$ cat src/hdl/rvdec_pkg.sv
// Shared types and constants for the RV32IM instruction decoder.
// Used by every stage module and by the top level; depends on nothing.
package rvdec_pkg;

  localparam int unsigned WORD_W  = 32;
  localparam int unsigned REG_W   = 5;
  localparam int unsigned TDATA_W = 80;
  localparam int unsigned TUSER_W = 13;

  localparam logic [6:0] OPC_LUI    = 7'h37;
  localparam logic [6:0] OPC_AUIPC  = 7'h17;
  localparam logic [6:0] OPC_JAL    = 7'h6F;
  localparam logic [6:0] OPC_JALR   = 7'h67;
  localparam logic [6:0] OPC_BRANCH = 7'h63;
  localparam logic [6:0] OPC_LOAD   = 7'h03;
  localparam logic [6:0] OPC_STORE  = 7'h23;
  localparam logic [6:0] OPC_OPIMM  = 7'h13;
  localparam logic [6:0] OPC_OP     = 7'h33;
  localparam logic [6:0] OPC_MISC   = 7'h0F;
  localparam logic [6:0] OPC_SYSTEM = 7'h73;
  localparam logic [6:0] SRX_MASK   = 7'h5F;
  localparam logic [6:0] F7_BASE    = 7'h00;
  localparam logic [6:0] F7_ALT     = 7'h20;
  localparam logic [6:0] F7_MULDIV  = 7'h01;

  typedef enum logic [3:0] {
    GRP_BAD, GRP_LUI, GRP_AUIPC, GRP_JAL, GRP_JALR, GRP_BRANCH, GRP_LOAD,
    GRP_STORE, GRP_OPIMM, GRP_OP, GRP_MISC, GRP_SYSTEM
  } grp_t;

  typedef enum logic [5:0] {
    OP_INVALID = 6'd0,
    OP_LUI     = 6'd1,  OP_AUIPC  = 6'd2,  OP_JAL    = 6'd3,  OP_JALR   = 6'd4,
    OP_BEQ     = 6'd5,  OP_BNE    = 6'd6,  OP_BLT    = 6'd7,  OP_BGE    = 6'd8,
    OP_BLTU    = 6'd9,  OP_BGEU   = 6'd10, OP_LB     = 6'd11, OP_LH     = 6'd12,
    OP_LW      = 6'd13, OP_LBU    = 6'd14, OP_LHU    = 6'd15, OP_SB     = 6'd16,
    OP_SH      = 6'd17, OP_SW     = 6'd18, OP_ADD    = 6'd19, OP_SUB    = 6'd20,
    OP_SLL     = 6'd21, OP_SLT    = 6'd22, OP_SLTU   = 6'd23, OP_XOR    = 6'd24,
    OP_SRL     = 6'd25, OP_SRA    = 6'd26, OP_OR     = 6'd27, OP_AND    = 6'd28,
    OP_MUL     = 6'd29, OP_MULH   = 6'd30, OP_MULHSU = 6'd31, OP_MULHU  = 6'd32,
    OP_DIV     = 6'd33, OP_DIVU   = 6'd34, OP_REM    = 6'd35, OP_REMU   = 6'd36,
    OP_FENCE   = 6'd37, OP_FENCE_I = 6'd38, OP_ECALL = 6'd39, OP_EBREAK = 6'd40
  } op_t;

  typedef enum logic [2:0] {
    CLS_ALU, CLS_BRANCH, CLS_LOAD, CLS_STORE, CLS_MUL, CLS_DIV, CLS_NOP, CLS_TRAP
  } cls_t;

  typedef enum logic [2:0] {
    IMM_NONE, IMM_I, IMM_S, IMM_B, IMM_U, IMM_J, IMM_SH
  } imm_fmt_t;

  typedef struct packed {
    logic [WORD_W-1:0] word;
    grp_t              grp;
  } s1_t;

  typedef struct packed {
    logic [WORD_W-1:0] word;
    op_t               op;
    cls_t              cls;
    imm_fmt_t          fmt;
    logic              use_d;
    logic              use_s1;
    logic              use_s2;
    logic              br;
    logic              ld;
    logic              st;
    logic              wr;
  } s2_t;

  typedef struct packed {
    logic [WORD_W-1:0] word;
    logic [WORD_W-1:0] imm;
    logic [REG_W-1:0]  rs2;
    logic [REG_W-1:0]  rs1;
    logic [REG_W-1:0]  rd;
    op_t               op;
    cls_t              cls;
    logic              br;
    logic              ld;
    logic              st;
    logic              wr;
  } res_t;

endpackage

$ cat src/hdl/rv32im_instruction_decoder.sv
// Top level of the RV32IM instruction decoder: three register stages and the stream ports.
// Depends on rvdec_pkg, rvdec_fields, rvdec_ops and rvdec_pack.

// The decoder takes one 32-bit instruction word per beat and returns one decoded
// result per beat once the word has passed all three register stages. It accepts
// a new word in every cycle unless the full pipeline is stalled by the result side;
// the three register stages (opcode group, operation resolution, immediate and field
// assembly) each hold one beat, so up to three words are in flight. Unrecognized
// encodings come out as the invalid operation in trap class with all register
// fields, the immediate and the flags zero.
module rv32im_instruction_decoder (
  input  logic                          clk,
  input  logic                          rst_n,
  input  logic                          in_tvalid,
  output logic                          in_tready,
  // [31:0] instr_word
  input  logic [rvdec_pkg::WORD_W-1:0]  in_tdata,
  output logic                          out_tvalid,
  input  logic                          out_tready,
  // [4:0] dest_reg, [9:5] src1_reg, [14:10] src2_reg, [46:15] immediate,
  // [78:47] word_echo, [79] zero
  output logic [rvdec_pkg::TDATA_W-1:0] out_tdata,
  // [5:0] op_code, [8:6] exec_class, [9] is_branch_op, [10] is_load_op,
  // [11] is_store_op, [12] writes_dest
  output logic [rvdec_pkg::TUSER_W-1:0] out_tuser
);

  logic            s1_valid;
  logic            s1_ready;
  rvdec_pkg::s1_t  s1_data;
  logic            s2_valid;
  logic            s2_ready;
  rvdec_pkg::s2_t  s2_data;
  rvdec_pkg::res_t res;

  rvdec_fields u_fields (
    .clk       (clk),
    .rst_n     (rst_n),
    .in_valid  (in_tvalid),
    .in_ready  (in_tready),
    .in_word   (in_tdata),
    .out_valid (s1_valid),
    .out_ready (s1_ready),
    .out_data  (s1_data)
  );

  rvdec_ops u_ops (
    .clk       (clk),
    .rst_n     (rst_n),
    .in_valid  (s1_valid),
    .in_ready  (s1_ready),
    .in_data   (s1_data),
    .out_valid (s2_valid),
    .out_ready (s2_ready),
    .out_data  (s2_data)
  );

  rvdec_pack u_pack (
    .clk       (clk),
    .rst_n     (rst_n),
    .in_valid  (s2_valid),
    .in_ready  (s2_ready),
    .in_data   (s2_data),
    .out_valid (out_tvalid),
    .out_ready (out_tready),
    .out_data  (res)
  );

  assign out_tdata = {1'b0, res.word, res.imm, res.rs2, res.rs1, res.rd};
  assign out_tuser = {res.wr, res.st, res.ld, res.br, res.cls, res.op};

`ifndef ASSERT_OFF
  a_invalid_zero: assert property (@(posedge clk) disable iff (!rst_n)
    out_tvalid && (res.op == rvdec_pkg::OP_INVALID) |->
      (res.cls == rvdec_pkg::CLS_TRAP) && (out_tdata[46:0] == '0) && (out_tuser[12:9] == '0))
    else $error("invalid decode carries nonzero fields");

  a_one_kind: assert property (@(posedge clk) disable iff (!rst_n)
    out_tvalid |-> $onehot0({res.br, res.ld, res.st}))
    else $error("more than one of branch, load and store set");

  a_wr_rd: assert property (@(posedge clk) disable iff (!rst_n)
    out_tvalid && res.wr |-> (res.rd != '0))
    else $error("writes_dest set with zero destination");

  a_full_stall: assert property (@(posedge clk) disable iff (!rst_n)
    !in_tready |-> out_tvalid && !out_tready && s1_valid && s2_valid)
    else $error("input stalled while the pipeline has room");
`endif

endmodule

$ cat src/hdl/rvdec_fields.sv
// First decoder stage: registers the instruction word and its major opcode group.
// Depends on rvdec_pkg.
module rvdec_fields (
  input  logic                       clk,
  input  logic                       rst_n,
  input  logic                       in_valid,
  output logic                       in_ready,
  input  logic [rvdec_pkg::WORD_W-1:0] in_word,
  output logic                       out_valid,
  input  logic                       out_ready,
  output rvdec_pkg::s1_t             out_data
);

  logic           valid_r;
  rvdec_pkg::s1_t data_r;
  rvdec_pkg::s1_t data_nxt;

  assign in_ready  = !valid_r || out_ready;
  assign out_valid = valid_r;
  assign out_data  = data_r;

  always_comb begin
    data_nxt.word = in_word;
    unique case (in_word[6:0])
      rvdec_pkg::OPC_LUI:    data_nxt.grp = rvdec_pkg::GRP_LUI;
      rvdec_pkg::OPC_AUIPC:  data_nxt.grp = rvdec_pkg::GRP_AUIPC;
      rvdec_pkg::OPC_JAL:    data_nxt.grp = rvdec_pkg::GRP_JAL;
      rvdec_pkg::OPC_JALR:   data_nxt.grp = rvdec_pkg::GRP_JALR;
      rvdec_pkg::OPC_BRANCH: data_nxt.grp = rvdec_pkg::GRP_BRANCH;
      rvdec_pkg::OPC_LOAD:   data_nxt.grp = rvdec_pkg::GRP_LOAD;
      rvdec_pkg::OPC_STORE:  data_nxt.grp = rvdec_pkg::GRP_STORE;
      rvdec_pkg::OPC_OPIMM:  data_nxt.grp = rvdec_pkg::GRP_OPIMM;
      rvdec_pkg::OPC_OP:     data_nxt.grp = rvdec_pkg::GRP_OP;
      rvdec_pkg::OPC_MISC:   data_nxt.grp = rvdec_pkg::GRP_MISC;
      rvdec_pkg::OPC_SYSTEM: data_nxt.grp = rvdec_pkg::GRP_SYSTEM;
      default:               data_nxt.grp = rvdec_pkg::GRP_BAD;
    endcase
  end

  always_ff @(posedge clk) begin
    if (!rst_n) begin
      valid_r <= 1'b0;
    end else if (in_ready) begin
      valid_r <= in_valid;
    end
  end

  always_ff @(posedge clk) begin
    if (in_valid && in_ready) begin
      data_r <= data_nxt;
    end
  end

endmodule

$ cat src/hdl/rvdec_ops.sv
// Second decoder stage: resolves the operation, execution class, operand use and flags.
// Depends on rvdec_pkg.
module rvdec_ops (
  input  logic           clk,
  input  logic           rst_n,
  input  logic           in_valid,
  output logic           in_ready,
  input  rvdec_pkg::s1_t in_data,
  output logic           out_valid,
  input  logic           out_ready,
  output rvdec_pkg::s2_t out_data
);

  logic           valid_r;
  rvdec_pkg::s2_t data_r;
  rvdec_pkg::s2_t data_nxt;
  logic [2:0]     f3;
  logic [6:0]     f7;
  logic [11:0]    i12;

  assign in_ready  = !valid_r || out_ready;
  assign out_valid = valid_r;
  assign out_data  = data_r;

  assign f3  = in_data.word[14:12];
  assign f7  = in_data.word[31:25];
  assign i12 = in_data.word[31:20];

  always_comb begin
    data_nxt.word   = in_data.word;
    data_nxt.op     = rvdec_pkg::OP_INVALID;
    data_nxt.cls    = rvdec_pkg::CLS_TRAP;
    data_nxt.fmt    = rvdec_pkg::IMM_NONE;
    data_nxt.use_d  = 1'b0;
    data_nxt.use_s1 = 1'b0;
    data_nxt.use_s2 = 1'b0;
    data_nxt.br     = 1'b0;
    data_nxt.ld     = 1'b0;
    data_nxt.st     = 1'b0;
    data_nxt.wr     = 1'b0;
    unique case (in_data.grp)
      rvdec_pkg::GRP_LUI, rvdec_pkg::GRP_AUIPC: begin
        data_nxt.op    = (in_data.grp == rvdec_pkg::GRP_LUI) ? rvdec_pkg::OP_LUI
                                                             : rvdec_pkg::OP_AUIPC;
        data_nxt.cls   = rvdec_pkg::CLS_ALU;
        data_nxt.fmt   = rvdec_pkg::IMM_U;
        data_nxt.use_d = 1'b1;
        data_nxt.wr    = 1'b1;
      end
      rvdec_pkg::GRP_JAL: begin
        data_nxt.op    = rvdec_pkg::OP_JAL;
        data_nxt.cls   = rvdec_pkg::CLS_BRANCH;
        data_nxt.fmt   = rvdec_pkg::IMM_J;
        data_nxt.use_d = 1'b1;
        data_nxt.br    = 1'b1;
        data_nxt.wr    = 1'b1;
      end
      rvdec_pkg::GRP_JALR: begin
        data_nxt.op     = (f3 == 3'd0) ? rvdec_pkg::OP_JALR : rvdec_pkg::OP_INVALID;
        data_nxt.cls    = rvdec_pkg::CLS_BRANCH;
        data_nxt.fmt    = rvdec_pkg::IMM_I;
        data_nxt.use_d  = 1'b1;
        data_nxt.use_s1 = 1'b1;
        data_nxt.br     = 1'b1;
        data_nxt.wr     = 1'b1;
      end
      rvdec_pkg::GRP_BRANCH: begin
        unique case (f3)
          3'd0:    data_nxt.op = rvdec_pkg::OP_BEQ;
          3'd1:    data_nxt.op = rvdec_pkg::OP_BNE;
          3'd4:    data_nxt.op = rvdec_pkg::OP_BLT;
          3'd5:    data_nxt.op = rvdec_pkg::OP_BGE;
          3'd6:    data_nxt.op = rvdec_pkg::OP_BLTU;
          3'd7:    data_nxt.op = rvdec_pkg::OP_BGEU;
          default: data_nxt.op = rvdec_pkg::OP_INVALID;
        endcase
        data_nxt.cls    = rvdec_pkg::CLS_BRANCH;
        data_nxt.fmt    = rvdec_pkg::IMM_B;
        data_nxt.use_s1 = 1'b1;
        data_nxt.use_s2 = 1'b1;
        data_nxt.br     = 1'b1;
      end
      rvdec_pkg::GRP_LOAD: begin
        unique case (f3)
          3'd0:    data_nxt.op = rvdec_pkg::OP_LB;
          3'd1:    data_nxt.op = rvdec_pkg::OP_LH;
          3'd2:    data_nxt.op = rvdec_pkg::OP_LW;
          3'd4:    data_nxt.op = rvdec_pkg::OP_LBU;
          3'd5:    data_nxt.op = rvdec_pkg::OP_LHU;
          default: data_nxt.op = rvdec_pkg::OP_INVALID;
        endcase
        data_nxt.cls    = rvdec_pkg::CLS_LOAD;
        data_nxt.fmt    = rvdec_pkg::IMM_I;
        data_nxt.use_d  = 1'b1;
        data_nxt.use_s1 = 1'b1;
        data_nxt.ld     = 1'b1;
        data_nxt.wr     = 1'b1;
      end
      rvdec_pkg::GRP_STORE: begin
        unique case (f3)
          3'd0:    data_nxt.op = rvdec_pkg::OP_SB;
          3'd1:    data_nxt.op = rvdec_pkg::OP_SH;
          3'd2:    data_nxt.op = rvdec_pkg::OP_SW;
          default: data_nxt.op = rvdec_pkg::OP_INVALID;
        endcase
        data_nxt.cls    = rvdec_pkg::CLS_STORE;
        data_nxt.fmt    = rvdec_pkg::IMM_S;
        data_nxt.use_s1 = 1'b1;
        data_nxt.use_s2 = 1'b1;
        data_nxt.st     = 1'b1;
      end
      rvdec_pkg::GRP_OPIMM: begin
        data_nxt.cls    = rvdec_pkg::CLS_ALU;
        data_nxt.fmt    = rvdec_pkg::IMM_I;
        data_nxt.use_d  = 1'b1;
        data_nxt.use_s1 = 1'b1;
        data_nxt.wr     = 1'b1;
        unique case (f3)
          3'd0: data_nxt.op = rvdec_pkg::OP_ADD;
          3'd1: begin
            data_nxt.op  = (f7 == rvdec_pkg::F7_BASE) ? rvdec_pkg::OP_SLL
                                                      : rvdec_pkg::OP_INVALID;
            data_nxt.fmt = rvdec_pkg::IMM_SH;
          end
          3'd2: data_nxt.op = rvdec_pkg::OP_SLT;
          3'd3: data_nxt.op = rvdec_pkg::OP_SLTU;
          3'd4: data_nxt.op = rvdec_pkg::OP_XOR;
          3'd5: begin
            if ((f7 & rvdec_pkg::SRX_MASK) != 7'd0) begin
              data_nxt.op = rvdec_pkg::OP_INVALID;
            end else if (f7[5]) begin
              data_nxt.op = rvdec_pkg::OP_SRA;
            end else begin
              data_nxt.op = rvdec_pkg::OP_SRL;
            end
            data_nxt.fmt = rvdec_pkg::IMM_SH;
          end
          3'd6: data_nxt.op = rvdec_pkg::OP_OR;
          3'd7: data_nxt.op = rvdec_pkg::OP_AND;
          default: data_nxt.op = rvdec_pkg::OP_INVALID;
        endcase
      end
      rvdec_pkg::GRP_OP: begin
        data_nxt.cls    = rvdec_pkg::CLS_ALU;
        data_nxt.use_d  = 1'b1;
        data_nxt.use_s1 = 1'b1;
        data_nxt.use_s2 = 1'b1;
        data_nxt.wr     = 1'b1;
        priority if (f7 == rvdec_pkg::F7_MULDIV) begin
          data_nxt.cls = f3[2] ? rvdec_pkg::CLS_DIV : rvdec_pkg::CLS_MUL;
          unique case (f3)
            3'd0:    data_nxt.op = rvdec_pkg::OP_MUL;
            3'd1:    data_nxt.op = rvdec_pkg::OP_MULH;
            3'd2:    data_nxt.op = rvdec_pkg::OP_MULHSU;
            3'd3:    data_nxt.op = rvdec_pkg::OP_MULHU;
            3'd4:    data_nxt.op = rvdec_pkg::OP_DIV;
            3'd5:    data_nxt.op = rvdec_pkg::OP_DIVU;
            3'd6:    data_nxt.op = rvdec_pkg::OP_REM;
            3'd7:    data_nxt.op = rvdec_pkg::OP_REMU;
            default: data_nxt.op = rvdec_pkg::OP_INVALID;
          endcase
        end else if (f7 == rvdec_pkg::F7_BASE) begin
          unique case (f3)
            3'd0:    data_nxt.op = rvdec_pkg::OP_ADD;
            3'd1:    data_nxt.op = rvdec_pkg::OP_SLL;
            3'd2:    data_nxt.op = rvdec_pkg::OP_SLT;
            3'd3:    data_nxt.op = rvdec_pkg::OP_SLTU;
            3'd4:    data_nxt.op = rvdec_pkg::OP_XOR;
            3'd5:    data_nxt.op = rvdec_pkg::OP_SRL;
            3'd6:    data_nxt.op = rvdec_pkg::OP_OR;
            3'd7:    data_nxt.op = rvdec_pkg::OP_AND;
            default: data_nxt.op = rvdec_pkg::OP_INVALID;
          endcase
        end else if (f7 == rvdec_pkg::F7_ALT) begin
          priority if (f3 == 3'd0) begin
            data_nxt.op = rvdec_pkg::OP_SUB;
          end else if (f3 == 3'd5) begin
            data_nxt.op = rvdec_pkg::OP_SRA;
          end else begin
            data_nxt.op = rvdec_pkg::OP_INVALID;
          end
        end else begin
          data_nxt.op = rvdec_pkg::OP_INVALID;
        end
      end
      rvdec_pkg::GRP_MISC: begin
        data_nxt.cls = rvdec_pkg::CLS_NOP;
        priority if (f3 == 3'd0) begin
          data_nxt.op = rvdec_pkg::OP_FENCE;
        end else if (f3 == 3'd1) begin
          data_nxt.op = rvdec_pkg::OP_FENCE_I;
        end else begin
          data_nxt.op = rvdec_pkg::OP_INVALID;
        end
      end
      rvdec_pkg::GRP_SYSTEM: begin
        priority if (f3 == 3'd0 && i12 == 12'd0) begin
          data_nxt.op = rvdec_pkg::OP_ECALL;
        end else if (f3 == 3'd0 && i12 == 12'd1) begin
          data_nxt.op = rvdec_pkg::OP_EBREAK;
        end else begin
          data_nxt.op = rvdec_pkg::OP_INVALID;
        end
      end
      default: data_nxt.op = rvdec_pkg::OP_INVALID;
    endcase

    if (data_nxt.op == rvdec_pkg::OP_INVALID) begin
      data_nxt.cls    = rvdec_pkg::CLS_TRAP;
      data_nxt.fmt    = rvdec_pkg::IMM_NONE;
      data_nxt.use_d  = 1'b0;
      data_nxt.use_s1 = 1'b0;
      data_nxt.use_s2 = 1'b0;
      data_nxt.br     = 1'b0;
      data_nxt.ld     = 1'b0;
      data_nxt.st     = 1'b0;
      data_nxt.wr     = 1'b0;
    end
  end

  always_ff @(posedge clk) begin
    if (!rst_n) begin
      valid_r <= 1'b0;
    end else if (in_ready) begin
      valid_r <= in_valid;
    end
  end

  always_ff @(posedge clk) begin
    if (in_valid && in_ready) begin
      data_r <= data_nxt;
    end
  end

endmodule

$ cat src/hdl/rvdec_pack.sv
// Third decoder stage: builds the immediate and register fields into the result register.
// Depends on rvdec_pkg.
module rvdec_pack (
  input  logic            clk,
  input  logic            rst_n,
  input  logic            in_valid,
  output logic            in_ready,
  input  rvdec_pkg::s2_t  in_data,
  output logic            out_valid,
  input  logic            out_ready,
  output rvdec_pkg::res_t out_data
);

  logic                        valid_r;
  rvdec_pkg::res_t             data_r;
  rvdec_pkg::res_t             data_nxt;
  logic [rvdec_pkg::WORD_W-1:0] w;

  assign in_ready  = !valid_r || out_ready;
  assign out_valid = valid_r;
  assign out_data  = data_r;
  assign w         = in_data.word;

  always_comb begin
    data_nxt.word = w;
    data_nxt.op   = in_data.op;
    data_nxt.cls  = in_data.cls;
    data_nxt.br   = in_data.br;
    data_nxt.ld   = in_data.ld;
    data_nxt.st   = in_data.st;
    data_nxt.rd   = in_data.use_d  ? w[11:7]  : '0;
    data_nxt.rs1  = in_data.use_s1 ? w[19:15] : '0;
    data_nxt.rs2  = in_data.use_s2 ? w[24:20] : '0;
    data_nxt.wr   = in_data.wr && in_data.use_d && (w[11:7] != '0);
    unique case (in_data.fmt)
      rvdec_pkg::IMM_I:  data_nxt.imm = {{20{w[31]}}, w[31:20]};
      rvdec_pkg::IMM_S:  data_nxt.imm = {{20{w[31]}}, w[31:25], w[11:7]};
      rvdec_pkg::IMM_B:  data_nxt.imm = {{20{w[31]}}, w[7], w[30:25], w[11:8], 1'b0};
      rvdec_pkg::IMM_U:  data_nxt.imm = {w[31:12], 12'd0};
      rvdec_pkg::IMM_J:  data_nxt.imm = {{12{w[31]}}, w[19:12], w[20], w[30:21], 1'b0};
      rvdec_pkg::IMM_SH: data_nxt.imm = {27'd0, w[24:20]};
      default:           data_nxt.imm = '0;
    endcase
  end

  always_ff @(posedge clk) begin
    if (!rst_n) begin
      valid_r <= 1'b0;
    end else if (in_ready) begin
      valid_r <= in_valid;
    end
  end

  always_ff @(posedge clk) begin
    if (in_valid && in_ready) begin
      data_r <= data_nxt;
    end
  end

endmodule

$ cat config.mk
export PLATFORM = sky130hd
export DESIGN_NAME = rv32im_instruction_decoder
export DESIGN_NICKNAME = d
export VERILOG_FILES = /design/src/hdl/rvdec_pkg.sv /design/src/hdl/rv32im_instruction_decoder.sv /design/src/hdl/rvdec_fields.sv /design/src/hdl/rvdec_ops.sv /design/src/hdl/rvdec_pack.sv
export SDC_FILE = /design/constraint.sdc
export NUM_CORES = 1
export LEC_CHECK = 0
export ABC_AREA = 1
export BUFFER_PORTS_ARGS = -buffer_cell sky130_fd_sc_hd__buf_2
export CORE_MARGIN = 1.5
export CORE_UTILIZATION = 60
export DETAILED_ROUTE_END_ITERATION = 10
export GPL_TIMING_DRIVEN = 1
export PLACE_DENSITY = 0.85
export SLEW_MARGIN = 0
export SYNTH_ARGS = -nofsm -noshare
export SYNTH_HDL_FRONTEND = slang
export SYNTH_SLANG_ARGS = --single-unit
$ cat constraint.sdc
create_clock -name clk -period 11.8 [get_ports clk]
set_clock_uncertainty 0.2 [all_clocks]
set_input_delay 2.36 -clock clk [delete_from_list [all_inputs] [get_ports clk]]
set_output_delay 2.36 -clock clk [all_outputs]
set_load 0.1 [all_outputs]
Word level (Yosys, flattened, before mapping). Memory sizes are Yosys's and may differ from the RTL's. A register that Yosys moved wholly into a read port is not among the register bits. Index checks and enable logic that the tools add are counted.

Bits in registers: 181. Memory bits (read-only): 80. Input port bits: 36. Output and inout bits: 95. Logic and storage cells: 126. Memories: 2.

Eq/ne operators: 38. Mux-type cells: 34. Reductions and logical operators: 26.

Memories: (name not given) (words 8, bits a word 6, rd ports 1, clocked after memory_dff 1, write ports 0, line rvdec_ops.sv:151) `unique case (f3)`; (name not given) (words 8, bits a word 4, rd ports 1, clocked after memory_dff 1, write ports 0, line rvdec_ops.sv:163) `unique case (f3)`.

Operator list (number): 32-bit case mux with 6 select lines (1); 6-bit case mux with 10 select lines (1); 6-bit two-way mux (8); 6-bit case mux with 8 select lines (1); 4-bit case mux with 11 select lines (1); 3-bit case mux with 6 select lines (2); 7-bit by 6-bit equality test with 1-bit output (second input constant) (4); 7-bit equality test (second input constant) (4); 4-bit case mux with 6 select lines (1); 3-bit equality test (second input constant) (7); 4-bit case mux with 5 select lines (1); 4-bit by 3-bit equality test with 1-bit output (second input constant) (4); 4-bit equality test (second input constant) (4); 3-bit two-way mux (5); 5-bit two-way mux (3); 5-bit case mux with 3 select lines (1); 7-bit by 5-bit equality test with 1-bit output (second input constant) (2); 12-bit by 1-bit equality test with 1-bit output (second input constant) (1); 3-bit by 2-bit equality test with 1-bit output (second input constant) (4); 12-bit zero test (1); 3-bit OR reduction (3); 4-bit by 2-bit equality test with 1-bit output (second input constant) (2); 7-bit by 1-bit equality test with 1-bit output (second input constant) (1); 7-bit by 2-bit equality test with 1-bit output (second input constant) (1); 16 further kinds (35).

Logic depth before layout (Yosys ltp). Gate-level depths: netlist of run 1.

Depth in word-level cells: 8. Mapped depth: 17. Depth with buffers taken out: 16.

Cells and area by module. Synthesis of run 1 repeated with hierarchy kept, for this count alone.

Cells, all modules: 616. Area total of the unflattened synthesis: 7500.9 um^2.

By module, submodules not included: rvdec_pack (instances 1, cells each 218, area each 3342.0 um^2, sequential area each 2782.7 um^2); rvdec_ops (instances 1, cells each 317, area each 2855.2 um^2, sequential area each 1521.5 um^2); rvdec_fields (instances 1, cells each 79, area each 1292.5 um^2, sequential area each 1101.1 um^2); rv32im_instruction_decoder (instances 1, cells each 2, area each 11.3 um^2, sequential area each 0.0 um^2).

Worst setup path after synthesis of run 1. OpenSTA, ideal clock, no wires.

Kind: input port to flip-flop. Start point: input port out_tready. End point: register u_pack.data_r, in the netlist u_pack.out_data[0], enable pin. Setup time: 0.572 ns. Arrival time: 6.821 ns. Required time: 11.028 ns. Slack: 4.207 ns. Cell stages on the path: 2. Path through: inv_1 > a21oi_1.

Longest elaborated chain between the ends: 2.

RTL lines: start: declaration (line rv32im_instruction_decoder.sv:19) `input logic out_tready,`; 1-bit logical OR (line rvdec_pack.sv:19) `assign in_ready = !valid_r || out_ready;`; 1-bit logical AND (line rvdec_pack.sv:55) `if (in_valid && in_ready) begin`; end signal: assignment (line rvdec_pack.sv:56) `data_r <= data_nxt;`; end: declaration (line rvdec_pack.sv:15) `rvdec_pkg::res_t data_r;`.

No other way between the ends. A chain may end at the register's enable or synchronous reset.

Final worst setup path of run 1.
Start point: input port out_tready. End point: output port in_tready.

Longest elaborated chain between the ends: 3.

RTL lines: 1-bit logical OR (line rvdec_pack.sv:19); 1-bit logical OR (line rvdec_ops.sv:21) `assign in_ready = !valid_r || out_ready;`; 1-bit logical OR (line rvdec_fields.sv:18) `assign in_ready = !valid_r || out_ready;`; end: declaration (line rv32im_instruction_decoder.sv:15) `output logic in_tready,`.

No other way between the ends.

==> insert_results.sql, run 1 <==
INSERT INTO impl_metrics (metric_group, metric, value, unit) VALUES
('power_and_ir_drop', 'power_density', '166', 'nW/µm²'),
('floorplanning', 'effective_utilization_at_floorplan', '61.9', '%'),
('clocking', 'ctsResizeCount', '0', ''),
('synth', 'yosysMostFrequentCell', 'edfxtp_1', ''),
('synth', 'synth.net_count', '659', ''),
('synth', 'synthTopCellsByArea', 'edfxtp_1, nand2_1, inv_1', ''),
('sta', 'slew_viol_final', '0', ''),
('grt', 'grt_util_met3', '5.27', '%'),
('min_path', 'type_of_the_tightest_min_delay_check', 'reg -> reg', ''),
('synth', 'synthesis.yosys.warnings', '0', ''),
('floorplanning', 'design.die.area', '13200', 'µm²'),
('sta', 'finalCritPeriodShare', '48.5', '%'),
('sta', 'timing_worst_slew_pin_value', '1060', 'ps'),
('clocking', 'htree_depth', '4', ''),
('synth', 'combined_area_of_all_synthesized_cells', '7500', 'µm²'),
('clocking', 'root_buffer', 'clkbuf_16', ''),
('critical_path', 'worst_setup_path_start_kind', 'primary input', ''),
('floorplanning', 'die-width', '115', 'µm'),
('detailed_routing', 'antenna_violating_nets_post_route', '0', ''),
('clocking', 'cts_setup_buffers', '0', ''),
('critical_path', 'worst_setup_path_startpoint', 'out_tready', ''),
('placed_design', 'detailed_place_hpwl', '10800', 'µm'),
('grt', 'via_count_of_the_first_global_routing_pass', '4611', ''),
('sta', 'final-setup-viol-count', '0', ''),
('clocking', 'cts_inserted_buffers', '17', ''),
('synth', 'async_flop_share', '0', '%'),
('critical_path', 'cp.arrival', '3160', 'ps'),
('detailed_routing', 'drt-total-wl', '15100', 'µm'),
('grt', 'gr-usage-met2', '42.3', '%'),
('grt', 'grt_antenna_before_repair', '0', ''),
('synth', 'synth_top_flop_cell', 'edfxtp_1', ''),
('grt', 'gr-max-usage-layer', 'met2', ''),
('run_status', 'status', 'finished, final reports clean', ''),
('clocking', 'cts_tree', 'built', ''),
('synth', 'synth_area_per_cell', '12.2', 'µm²'),
('synth', 'synth_seq_area_share', '74.5', '%'),
('synth', 'syn_inst', '614', ''),
('grt', 'maximum_number_of_pins_on_one_net_before_global_route_repair', '78', ''),
('sta', 'fmax', '175', 'MHz'),
('synth', 'synth-edff-count', '178', ''),
('detailed_routing', 'via_count', '4926', ''),
('grt', 'global_route.overflow_total', '0', ''),
('clocking', 'worst_skew_pair.late_latency', '430', 'ps'),
('detailed_routing', 'remaining_drc_errors', '0', ''),
('floorplanning', 'io_pins', '131', ''),
('detailed_routing', 'routed_wire_length_per_instance', '16.1', 'µm'),
('floorplanning', 'die-height', '115', 'µm'),
('synth', 'postSynthRegisterBits', '190', ''),
('synth', 'synth_top_cell_by_area', 'edfxtp_1', ''),
('sta', 'timing.final.crit_period', '5720', 'ps'),
('critical_path', 'rrSetupSlack', '9210', 'ps'),
('layout', 'final_cell_area', '8960', 'µm²'),
('synth', 'netlist_top_cells_count', 'edfxtp_1, nand2_1, inv_1', ''),
('power_and_ir_drop', 'total_leakage_power', '3.90', 'nW'),
('sta', 'relSlewSlack', '29.4', '%'),
('sta', 'final-hold-violation-count', '0', ''),
('critical_path', 'setup.worst_path.end_class', 'primary output', ''),
('layout', 'num_antenna_cells', '0', ''),
('critical_path', 'reg2reg_capture_point', 'u_ops.out_data[5]$_SDFFCE_PN0P_', ''),
('power_and_ir_drop', 'power.ir.vdd_worst', '0.0756', 'mV'),
('layout', 'layout-area-overhead-vs-synth', '19.5', '%'),
('placed_design', 'port_buffers', '129', ''),
('grt', 'first_pass_grt_wire_length', '23200', 'µm'),
('critical_path', 'critical_path_data_required_time', '9240', 'ps'),
('placed_design', 'placedInstanceArea', '8350', 'µm²'),
('clocking', 'cts.path.max_buffers', '2', ''),
('detailed_routing', 'route.detailed.vias_per_inst', '5.25', ''),
('synth', 'synth_top_cell_area_share', '71.3', '%'),
('placed_design', 'place_congestion', '0.872', ''),
('grt', 'overall_routing_resource_usage', '23.9', '%'),
('detailed_routing', 'drt_iter0_drc', '547', '');
==> power by group <==
group / total [mW] / internal [mW] / leakage, nW / switching (mW)
clock network: 0.586 / 0.339 / 0.292 / 0.247
logic: 0.126 / 0.0221 / 1.80 / 0.103
registers: 0.780 / 0.766 / 1.81 / 0.0142
total: 1.49 / 1.13 / 3.90 / 0.365
==> worst min-delay path by stage <==
stage | from | endpoint | slack, ps | cells past startpoint
2_1_floorplan | u_fields.out_data[4]$_DFFE_PP_ | u_ops.out_data[19]$_DFFE_PP_ | 200 | 0
4_1_cts | u_ops.out_data[13]$_DFFE_PP_ | u_pack.out_data[7]$_DFFE_PP_ | 220 | 0
3_3_place_gp | u_fields.out_data[8]$_DFFE_PP_ | u_ops.out_data[23]$_DFFE_PP_ | 200 | 0
5_1_grt | u_fields.out_data[14]$_DFFE_PP_ | u_ops.out_data[29]$_DFFE_PP_ | 220 | 0
3_5_place_dp | u_fields.out_data[4]$_DFFE_PP_ | u_ops.out_data[19]$_DFFE_PP_ | 200 | 0
6_report | u_fields.out_data[4]$_DFFE_PP_ | u_ops.out_data[19]$_DFFE_PP_ | 220 | 0
==> layout by cell type, fill, tap and decap left out, types with 4 or more instances in the layout <==
master and n:
edfxtp_1 178, buf_2 129, nand2_1 126, inv_1 92
nor2_1 67, o21ai_0 27, nand3_1 25, clkbuf_16 17
dfxtp_1 12, inv_2 10, nor2_2 9, ha_1 9
nor3_1 7, a21oi_1 6, nand2_2 5, nand4_1 5
nand3b_1 4
==> registers in the layout (all words and copies together) (netlist names), named ones only <==
| register | count |
|---|---|
| u_pack.out_data | 92 |
| u_ops.out_data | 50 |
| u_ops.out_valid | 1 |
| u_fields.out_valid | 1 |
| u_pack.out_valid | 1 |
| u_fields.out_data | 36 |
==> worst max-delay path, stage by stage <==
cell	delay, ps
buf_2	90
inv_1	90
nand2_1	80
nor2_1	130
nand2_1	100
buf_2	300
==> cell type report <==
type / count / area, µm²
Sequential cell: 190 / 5590
Fill cell: 829 / 3150
Multi-Input combinational cell: 314 / 1500
Timing Repair Buffer: 131 / 661
Clock buffer: 19 / 433
Inverter: 103 / 387
Tap cell: 168 / 210
Clock inverter: 13 / 183
==> layer usage <==
| layer | routed length, µm | part of all wire (%) | up-vias |
|---|---|---|---|
| met5 | 24 | 0.16 | - |
| met4 | 340 | 2.3 | 2 |
| met3 | 933 | 6.2 | 25 |
| met2 | 7880 | 52 | 265 |
| met1 | 5890 | 39 | 2283 |
| li1 | - | - | 2351 |
==> metrics by stage <==
| step | std cells | setup WS (ps) | hold slack [ps] | power (mW) |
|---|---|---|---|---|
| floorplan | 614 | 4210 | 200 | 0.889 |
| CTS | 938 | 6070 | 220 | 1.49 |
| detailed placement | 906 | 6070 | 205 | 0.920 |
| finish | 938 | 6080 | 220 | 1.49 |
| global placement | 906 | 6080 | 202 | 0.914 |
| global route | 938 | 6010 | 222 | 1.53 |
==> logic make-up (layout without fill, tap and decap cells) <==
| family | Yosys count | after routing | share of synthesized area, % |
|---|---|---|---|
| AND/OR/NAND/NOR | 254 | 254 | 14.5 |
| buffers and inverters | 110 | 266 | 5.64 |
| flip-flops | 190 | 190 | 74.5 |
| adder cells (fa/ha/maj) | 9 | 9 | 1.50 |
| AO/OA/AOI/OAI | 50 | 50 | 3.82 |
| other | 1 | 1 | 0.0500 |
Power figures use the tool's default switching activity.
==> run 2, diff against run 1 <==
--- a/config.mk
+++ b/config.mk
@@ -8,10 +8,10 @@
 export ABC_AREA = 1
 export BUFFER_PORTS_ARGS = -buffer_cell sky130_fd_sc_hd__buf_2
 export CORE_MARGIN = 1.5
-export CORE_UTILIZATION = 60
+export CORE_UTILIZATION = 50
 export DETAILED_ROUTE_END_ITERATION = 10
 export GPL_TIMING_DRIVEN = 1
-export PLACE_DENSITY = 0.85
+export PLACE_DENSITY = 0.75
 export SLEW_MARGIN = 0
 export SYNTH_ARGS = -nofsm -noshare
 export SYNTH_HDL_FRONTEND = slang
==> constraint.sdc (replaced) <==
create_clock -name clk -period 5.2 [get_ports clk]
set_clock_uncertainty 0.2 [all_clocks]
set_input_delay 1.04 -clock clk [delete_from_list [all_inputs] [get_ports clk]]
set_output_delay 1.04 -clock clk [all_outputs]
set_load 0.1 [all_outputs]
==> insert_results.sql, run 2 (synthesis results as in run 1) <==
INSERT INTO impl_metrics (metric_group, metric, value, unit) VALUES
('floorplanning', 'die-width', '125', 'µm'),
('floorplanning', 'num_rows', '44', ''),
('sta', 'timing_worst_slew_pin_value', '1110', 'ps'),
('placed_design', 'detailed_place_hpwl', '10300', 'µm'),
('grt', 'grt_antenna_before_repair', '0', ''),
('min_path', 'type_of_the_tightest_min_delay_check', 'reg -> reg', ''),
('power_and_ir_drop', 'power.ir.vdd_worst', '0.223', 'mV'),
('sta', 'relSlewSlack', '25.8', '%'),
('placed_design', 'place_congestion', '0.844', ''),
('detailed_routing', 'drt-total-wl', '14000', 'µm'),
('grt', 'global_route.overflow_total', '0', ''),
('critical_path', 'timing.setup.critical_path_class', 'in -> out', ''),
('layout', 'largest_register_ff_count', '92', ''),
('grt', 'maximum_number_of_pins_on_one_net_before_global_route_repair', '59', ''),
('placed_design', 'port_buffers', '129', ''),
('clocking', 'cts.path.max_buffers', '2', ''),
('critical_path', 'setup.worst_path.end_class', 'primary output', ''),
('power_and_ir_drop', 'power', '3.26', 'mW'),
('clocking', 'cts.sink_count', '190', ''),
('layout', 'finish.net_count', '803', ''),
('run', 'max_cap_viol_count', '0', ''),
('layout', 'final_cell_mix', 'edfxtp_1, buf_2, nand2_1', ''),
('power_and_ir_drop', 'power_density', '364', 'nW/µm²'),
('floorplanning', 'io_pins', '131', ''),
('sta', 'slew_viol_final', '0', ''),
('clocking', 'worst_skew_pair.late_latency', '430', 'ps'),
('grt', 'first_pass_grt_wire_length', '22400', 'µm'),
('clocking', 'cts_setup_buffers', '0', ''),
('grt', 'via_count_of_the_first_global_routing_pass', '4632', ''),
('grt', 'grt_util_met3', '5.52', '%'),
('power_and_ir_drop', 'total_leakage_power', '3.87', 'nW'),
('layout', 'fraction_of_final_layout_cells_with_drive_strength_greater_than_1', '24.8', '%'),
('clocking', 'cts_inserted_buffers', '17', ''),
('detailed_routing', 'antenna_violating_nets_post_route', '0', ''),
('sta', 'finalCritPeriodShare', '59.1', '%'),
('sta', 'fmax', '326', 'MHz'),
('grt', 'gr-max-usage-layer', 'met2', ''),
('floorplanning', 'die-height', '125', 'µm'),
('run_status', 'status', 'finished, final reports clean', ''),
('critical_path', 'crit_path_max_fanout', '3', ''),
('sta', 'timing.final.crit_period', '3070', 'ps'),
('grt', 'groute.layer.met1.usage', '23.3', '%'),
('detailed_routing', 'via_count', '4709', ''),
('detailed_routing', 'remaining_drc_errors', '0', ''),
('critical_path', 'cp.arrival', '1830', 'ps'),
('grt', 'overall_routing_resource_usage', '18.6', '%'),
('critical_path', 'worst_setup_path_start_kind', 'primary input', ''),
('detailed_routing', 'routed_wire_length_per_instance', '14.6', 'µm'),
('floorplanning', 'effective_utilization_at_floorplan', '51.4', '%'),
('clocking', 'htree_depth', '4', ''),
('floorplanning', 'coreArea', '14600', 'µm²'),
('sta', 'final-setup-viol-count', '0', ''),
('detailed_routing', 'route.detailed.vias_per_inst', '4.93', ''),
('sta', 'final-hold-violation-count', '0', ''),
('clocking', 'cts_stage_hold_buffer_count', '0', ''),
('detailed_routing', 'drt_first_pass_iters', '7', ''),
('layout', 'layout_commonest_cell', 'edfxtp_1', ''),
('clocking', 'cts_tree', 'built', ''),
('floorplanning', 'design.die.area', '15700', 'µm²'),
('clocking', 'cts.reportedPaths.clkPinSlew', '60', 'ps'),
('detailed_routing', 'drt_iter0_drc', '427', ''),
('grt', 'gr-usage-met2', '30.8', '%'),
('clocking', 'root_buffer', 'clkbuf_16', ''),
('sta', 'fin_setup_tns', '0', 'ps'),
('sta', 'hold-worst-slack', '218', 'ps'),
('layout', 'layout-area-overhead-vs-synth', '19.1', '%'),
('sta', 'grt_setup_unrepaired', 'false', ''),
('clocking', 'ctsResizeCount', '0', ''),
('critical_path', 'critical_path_data_required_time', '3960', 'ps');
## run 2: changes by cell type in the layout (fill, tap and decap cells not counted)
cell / change
clkinvlp_4: +3
bufinv_16: -2
inv_8: -2
clkbuf_1: +1
clkinv_4: +1
buf_4: +1
diode_2: +1
clkinv_2: +1
inv_6: -2
## run 2: cell type report
cell class	instances	area, µm²
antenna	1	2.50
tap	184	230
clock inverter	12	119
fill	1158	5660
sequential	190	5590
multi-input combinational	314	1500
timing repair buffer	132	668
inverter	103	387
clock buffer	20	437
## run 2: worst max-delay path: stages
cell and delay (ps):
buf_2 100, inv_1 100, nand2_1 80, nor2_1 120, nand2_1 100, buf_2 300
## run 2: power by group
part | total (mW) | switching, mW | leakage, nW | internal [mW]
combinational | 0.281 | 0.231 | 1.80 | 0.0505
sequential | 1.77 | 0.0294 | 1.81 | 1.74
clock | 1.21 | 0.545 | 0.253 | 0.662
## run 2: worst paths after layout
check | from | to | depth (start not counted) | slack (ps)
setup / recovery | out_tready | in_tready | 6 | 2130
hold / removal | u_fields.out_data[7]$_DFFE_PP_ | u_ops.out_data[22]$_DFFE_PP_ | 0 | 220
hold reg to reg | u_fields.out_data[7]$_DFFE_PP_ | u_ops.out_data[22]$_DFFE_PP_ | 0 | 220
setup reg to reg | u_fields.out_data[3]$_SDFFCE_PN0P_ | u_ops.out_data[1]$_SDFFCE_PN0P_ | 16 | 2660
## run 2: metrics by stage
| stage | setup slack (ps) | cell area (µm²) | utilization (%) | cells |
|---|---|---|---|---|
| CTS | 2120 | 8930 | 61.2 | 955 |
| global placement | 2000 | 8370 | 57.4 | 923 |
| finish | 2130 | 8930 | 61.2 | 956 |
| detailed placement | 1900 | 8370 | 57.4 | 923 |
| global route | 2050 | 8930 | 61.2 | 955 |
| floorplan | 789 | 7500 | - | 614 |
## run 2: layer usage
| metal | up-vias | share of wire, % |
|---|---|---|
| li1 | 2349 | - |
| met1 | 2192 | 43 |
| met2 | 145 | 49 |
| met3 | 23 | 5.7 |
| met4 | 0 | 2.0 |
| met5 | - | 0 |
==> run 3, diff against run 2 <==
==> constraint.sdc (replaced) <==
create_clock -name clk -period 2.6 [get_ports clk]
set_clock_uncertainty 0.2 [all_clocks]
set_input_delay 0.52 -clock clk [delete_from_list [all_inputs] [get_ports clk]]
set_output_delay 0.52 -clock clk [all_outputs]
set_load 0.1 [all_outputs]
==> insert_results.sql, run 3 (synthesis results as in run 1) <==
INSERT INTO impl_metrics (metric_group, metric, value, unit) VALUES
('grt', 'overall_routing_resource_usage', '20.0', '%'),
('critical_path', 'crit_path_max_incr_delay', '420', 'ps'),
('placed_design', 'detailed_place_hpwl', '10900', 'µm'),
('clocking', 'root_buffer', 'clkbuf_16', ''),
('clocking', 'worst_skew_pair.late_latency', '430', 'ps'),
('sta', 'timing_worst_slew_pin_value', '734', 'ps'),
('grt', 'via_count_of_the_first_global_routing_pass', '4870', ''),
('layout', 'layout_commonest_cell', 'edfxtp_1', ''),
('layout', 'num_antenna_cells', '0', ''),
('clocking', 'cts_inserted_buffers', '17', ''),
('clocking', 'cts.reportedPaths.clkPinSlew', '70', 'ps'),
('detailed_routing', 'remaining_drc_errors', '0', ''),
('critical_path', 'worst_r2r_startpoint', 'u_fields.out_data[2]$_SDFFCE_PN0P_', ''),
('critical_path', 'cpLargestDelayFamily', 'simple AND/OR/NAND/NOR gates', ''),
('detailed_routing', 'routed_wire_length_per_instance', '15.7', 'µm'),
('sta', 'finalCritPeriodShare', '91.2', '%'),
('floorplanning', 'coreArea', '14600', 'µm²'),
('sta', 'slew_viol_final', '0', ''),
('power_and_ir_drop', 'power.ir.vdd_worst', '0.406', 'mV'),
('min_path', 'hold-path-endpoint', 'u_fields.out_data[31]$_DFFE_PP_', ''),
('min_path', 'type_of_the_tightest_min_delay_check', 'in -> reg', ''),
('sta', 'final-setup-viol-count', '0', ''),
('critical_path', 'worstPathBufferInverterCount', '2', ''),
('sta', 'final_critical_path_setup_slack', '230', 'ps'),
('placed_design', 'place_ws', '128', 'ps'),
('floorplanning', 'num_rows', '44', ''),
('critical_path', 'timing.setup.critical_path_class', 'reg -> reg', ''),
('sta', 'relSlewSlack', '50.9', '%'),
('detailed_routing', 'drt_first_pass_iters', '5', ''),
('placed_design', 'place_congestion', '0.872', ''),
('critical_path', 'worst_setup_path_start_kind', 'flop', ''),
('grt', 'maximum_number_of_pins_on_one_net_before_global_route_repair', '53', ''),
('layout', 'fraction_of_final_layout_cells_with_drive_strength_greater_than_1', '26.7', '%'),
('clocking', 'cts.sink_count', '190', ''),
('sta', 'final-hold-violation-count', '0', ''),
('clocking', 'cts.path.max_buffers', '2', ''),
('run_status', 'status', 'finished, final reports clean', ''),
('layout', 'fin_util', '62.8', '%'),
('grt', 'global_route.overflow_total', '0', ''),
('layout', 'layout.cells.non_filler', '967', ''),
('floorplanning', 'effective_utilization_at_floorplan', '51.4', '%'),
('power_and_ir_drop', 'power_density', '746', 'nW/µm²'),
('critical_path', 'chain_of_cells_forming_the_critical_path', 'inv_1, ha_1, nand2_2, nor2_4, inv_2, nor2_1, nand2_1, nand2_1, nor2_1, nor2_2, nor2_1, nand2_2, nand3_1', ''),
('detailed_routing', 'via_count', '4857', ''),
('run', 'max_cap_viol_count', '0', ''),
('critical_path', 'worst-r2r-cell-count', '13', ''),
('sta', 'timing.final.crit_period', '2370', 'ps'),
('layout', 'layout-area-overhead-vs-synth', '22.2', '%'),
('critical_path', 'worst_path_max_delay_cell', 'edfxtp_1', ''),
('layout', 'finish.net_count', '815', ''),
('floorplanning', 'die-height', '125', 'µm'),
('layout', 'final_cell_mix', 'edfxtp_1, buf_2, nand2_1', ''),
('floorplanning', 'design.die.area', '15700', 'µm²'),
('detailed_routing', 'antenna_violating_nets_post_route', '0', ''),
('detailed_routing', 'drt-total-wl', '15200', 'µm'),
('critical_path', 'setup.worst_path.end_class', 'flop', ''),
('floorplanning', 'die-width', '125', 'µm'),
('clocking', 'htree_depth', '4', ''),
('layout', 'largest_register_ff_count', '92', ''),
('critical_path', 'critical_path_data_required_time', '2570', 'ps'),
('power_and_ir_drop', 'total_leakage_power', '4.00', 'nW'),
('placed_design', 'port_buffers', '129', ''),
('critical_path', 'cpMostUsedCell', 'nor2_1', ''),
('grt', 'first_pass_grt_wire_length', '24200', 'µm'),
('sta', 'grt_setup_unrepaired', 'false', ''),
('critical_path', 'crit_path_max_fanout', '7', ''),
('critical_path', 'rrSetupSlack', '230', 'ps'),
('detailed_routing', 'route.detailed.vias_per_inst', '5.02', ''),
('sta', 'fmax', '422', 'MHz'),
('detailed_routing', 'drt_iter0_drc', '356', ''),
('critical_path', 'reg2reg_capture_point', 'u_ops.out_data[11]$_SDFFCE_PN1P_', ''),
('placed_design', 'total_placed_cells_including_tap_cells', '931', ''),
('floorplanning', 'io_pins', '131', ''),
('grt', 'grt_antenna_before_repair', '0', ''),
('critical_path', 'cp.arrival', '2340', 'ps'),
('clocking', 'cts_tree', 'built', ''),
('sta', 'fin_setup_tns', '0', 'ps'),
('min_path', 'min_path_cells', '1', ''),
('min_path', 'hold_path_startpoint', 'in_tdata[27]', ''),
('sta', 'hold-worst-slack', '64.3', 'ps');
[run 3: cell count changes in the layout (fill, tap and decap cells not counted), sizes merged]
cell,delta
clkinv,+2
diode,-1
inv,+1
clkinvlp,-4
clkbuf,-2
buf,+12
bufinv,+3
[run 3: worst max-delay path by stage]
| stage | cells past startpoint | to | startpoint | slack (ps) |
|---|---|---|---|---|
| global placement | 13 | u_ops.out_data[6]$_SDFFCE_PN0P_ | u_fields.out_data[16]$_DFFE_PP_ | 220 |
| finish | 13 | u_ops.out_data[11]$_SDFFCE_PN1P_ | u_fields.out_data[2]$_SDFFCE_PN0P_ | 230 |
| detailed placement | 10 | flop | out_tready | 130 |
| CTS | 13 | u_ops.out_data[11]$_SDFFCE_PN1P_ | u_fields.out_data[2]$_SDFFCE_PN0P_ | 220 |
| global route | 15 | u_ops.out_data[6]$_SDFFCE_PN0P_ | u_fields.out_data[2]$_SDFFCE_PN0P_ | 3 |
| floorplan | 2 | u_pack.out_data[0]$_DFFE_PP_ | out_tready | -90 |
[run 3: power by group]
group	internal, mW	switching, mW
Sequential	3.47	0.0560
Combinational	0.118	0.479
Clock	1.61	1.10
Total	5.21	1.63
[run 3: final cells by class]
type                       instances  area (µm²)
sequential                       190        5590
clock inverter                    14         193
clock buffer                      18         429
multi-input combinational        314        1530
fill                            1109        5420
tap                              184         230
inverter                         103         403
timing repair buffer             144         796
[run 3: per-layer routing]
layer  vias up  wire length, µm  GRT usage, %
met3        27              862          5.78
met4         0              274          7.02
met1      2285             6400          25.1
met2       178             7620          33.5
li1       2367                -             -
met5         -                0             0
[run 3: metrics by stage]
step	total power, mW	cell area [µm²]
after floorplan	4.03	7540
after global placement	4.17	8500
after detailed placement	4.19	8500
after CTS	6.88	9120
after global routing	7.05	9170
final	6.84	9170
[run 3: worst reg2reg max path, cell delays in order (launching register included)]
cell and delay, ps:
edfxtp_1 420, inv_1 110, ha_1 200, nand2_2 90, nor2_4 220, inv_2 100
nor2_1 150, nand2_1 120, nand2_1 70, nor2_1 50, nor2_2 110, nor2_1 70
nand2_2 110, nand3_1 100
[run 3: timing repair]
action	CTS	global route
hold buffers	0	0
hold endpoints to repair	0	0
resized for setup	0	4
setup endpoints to repair	0	9
buffers inserted	0	4
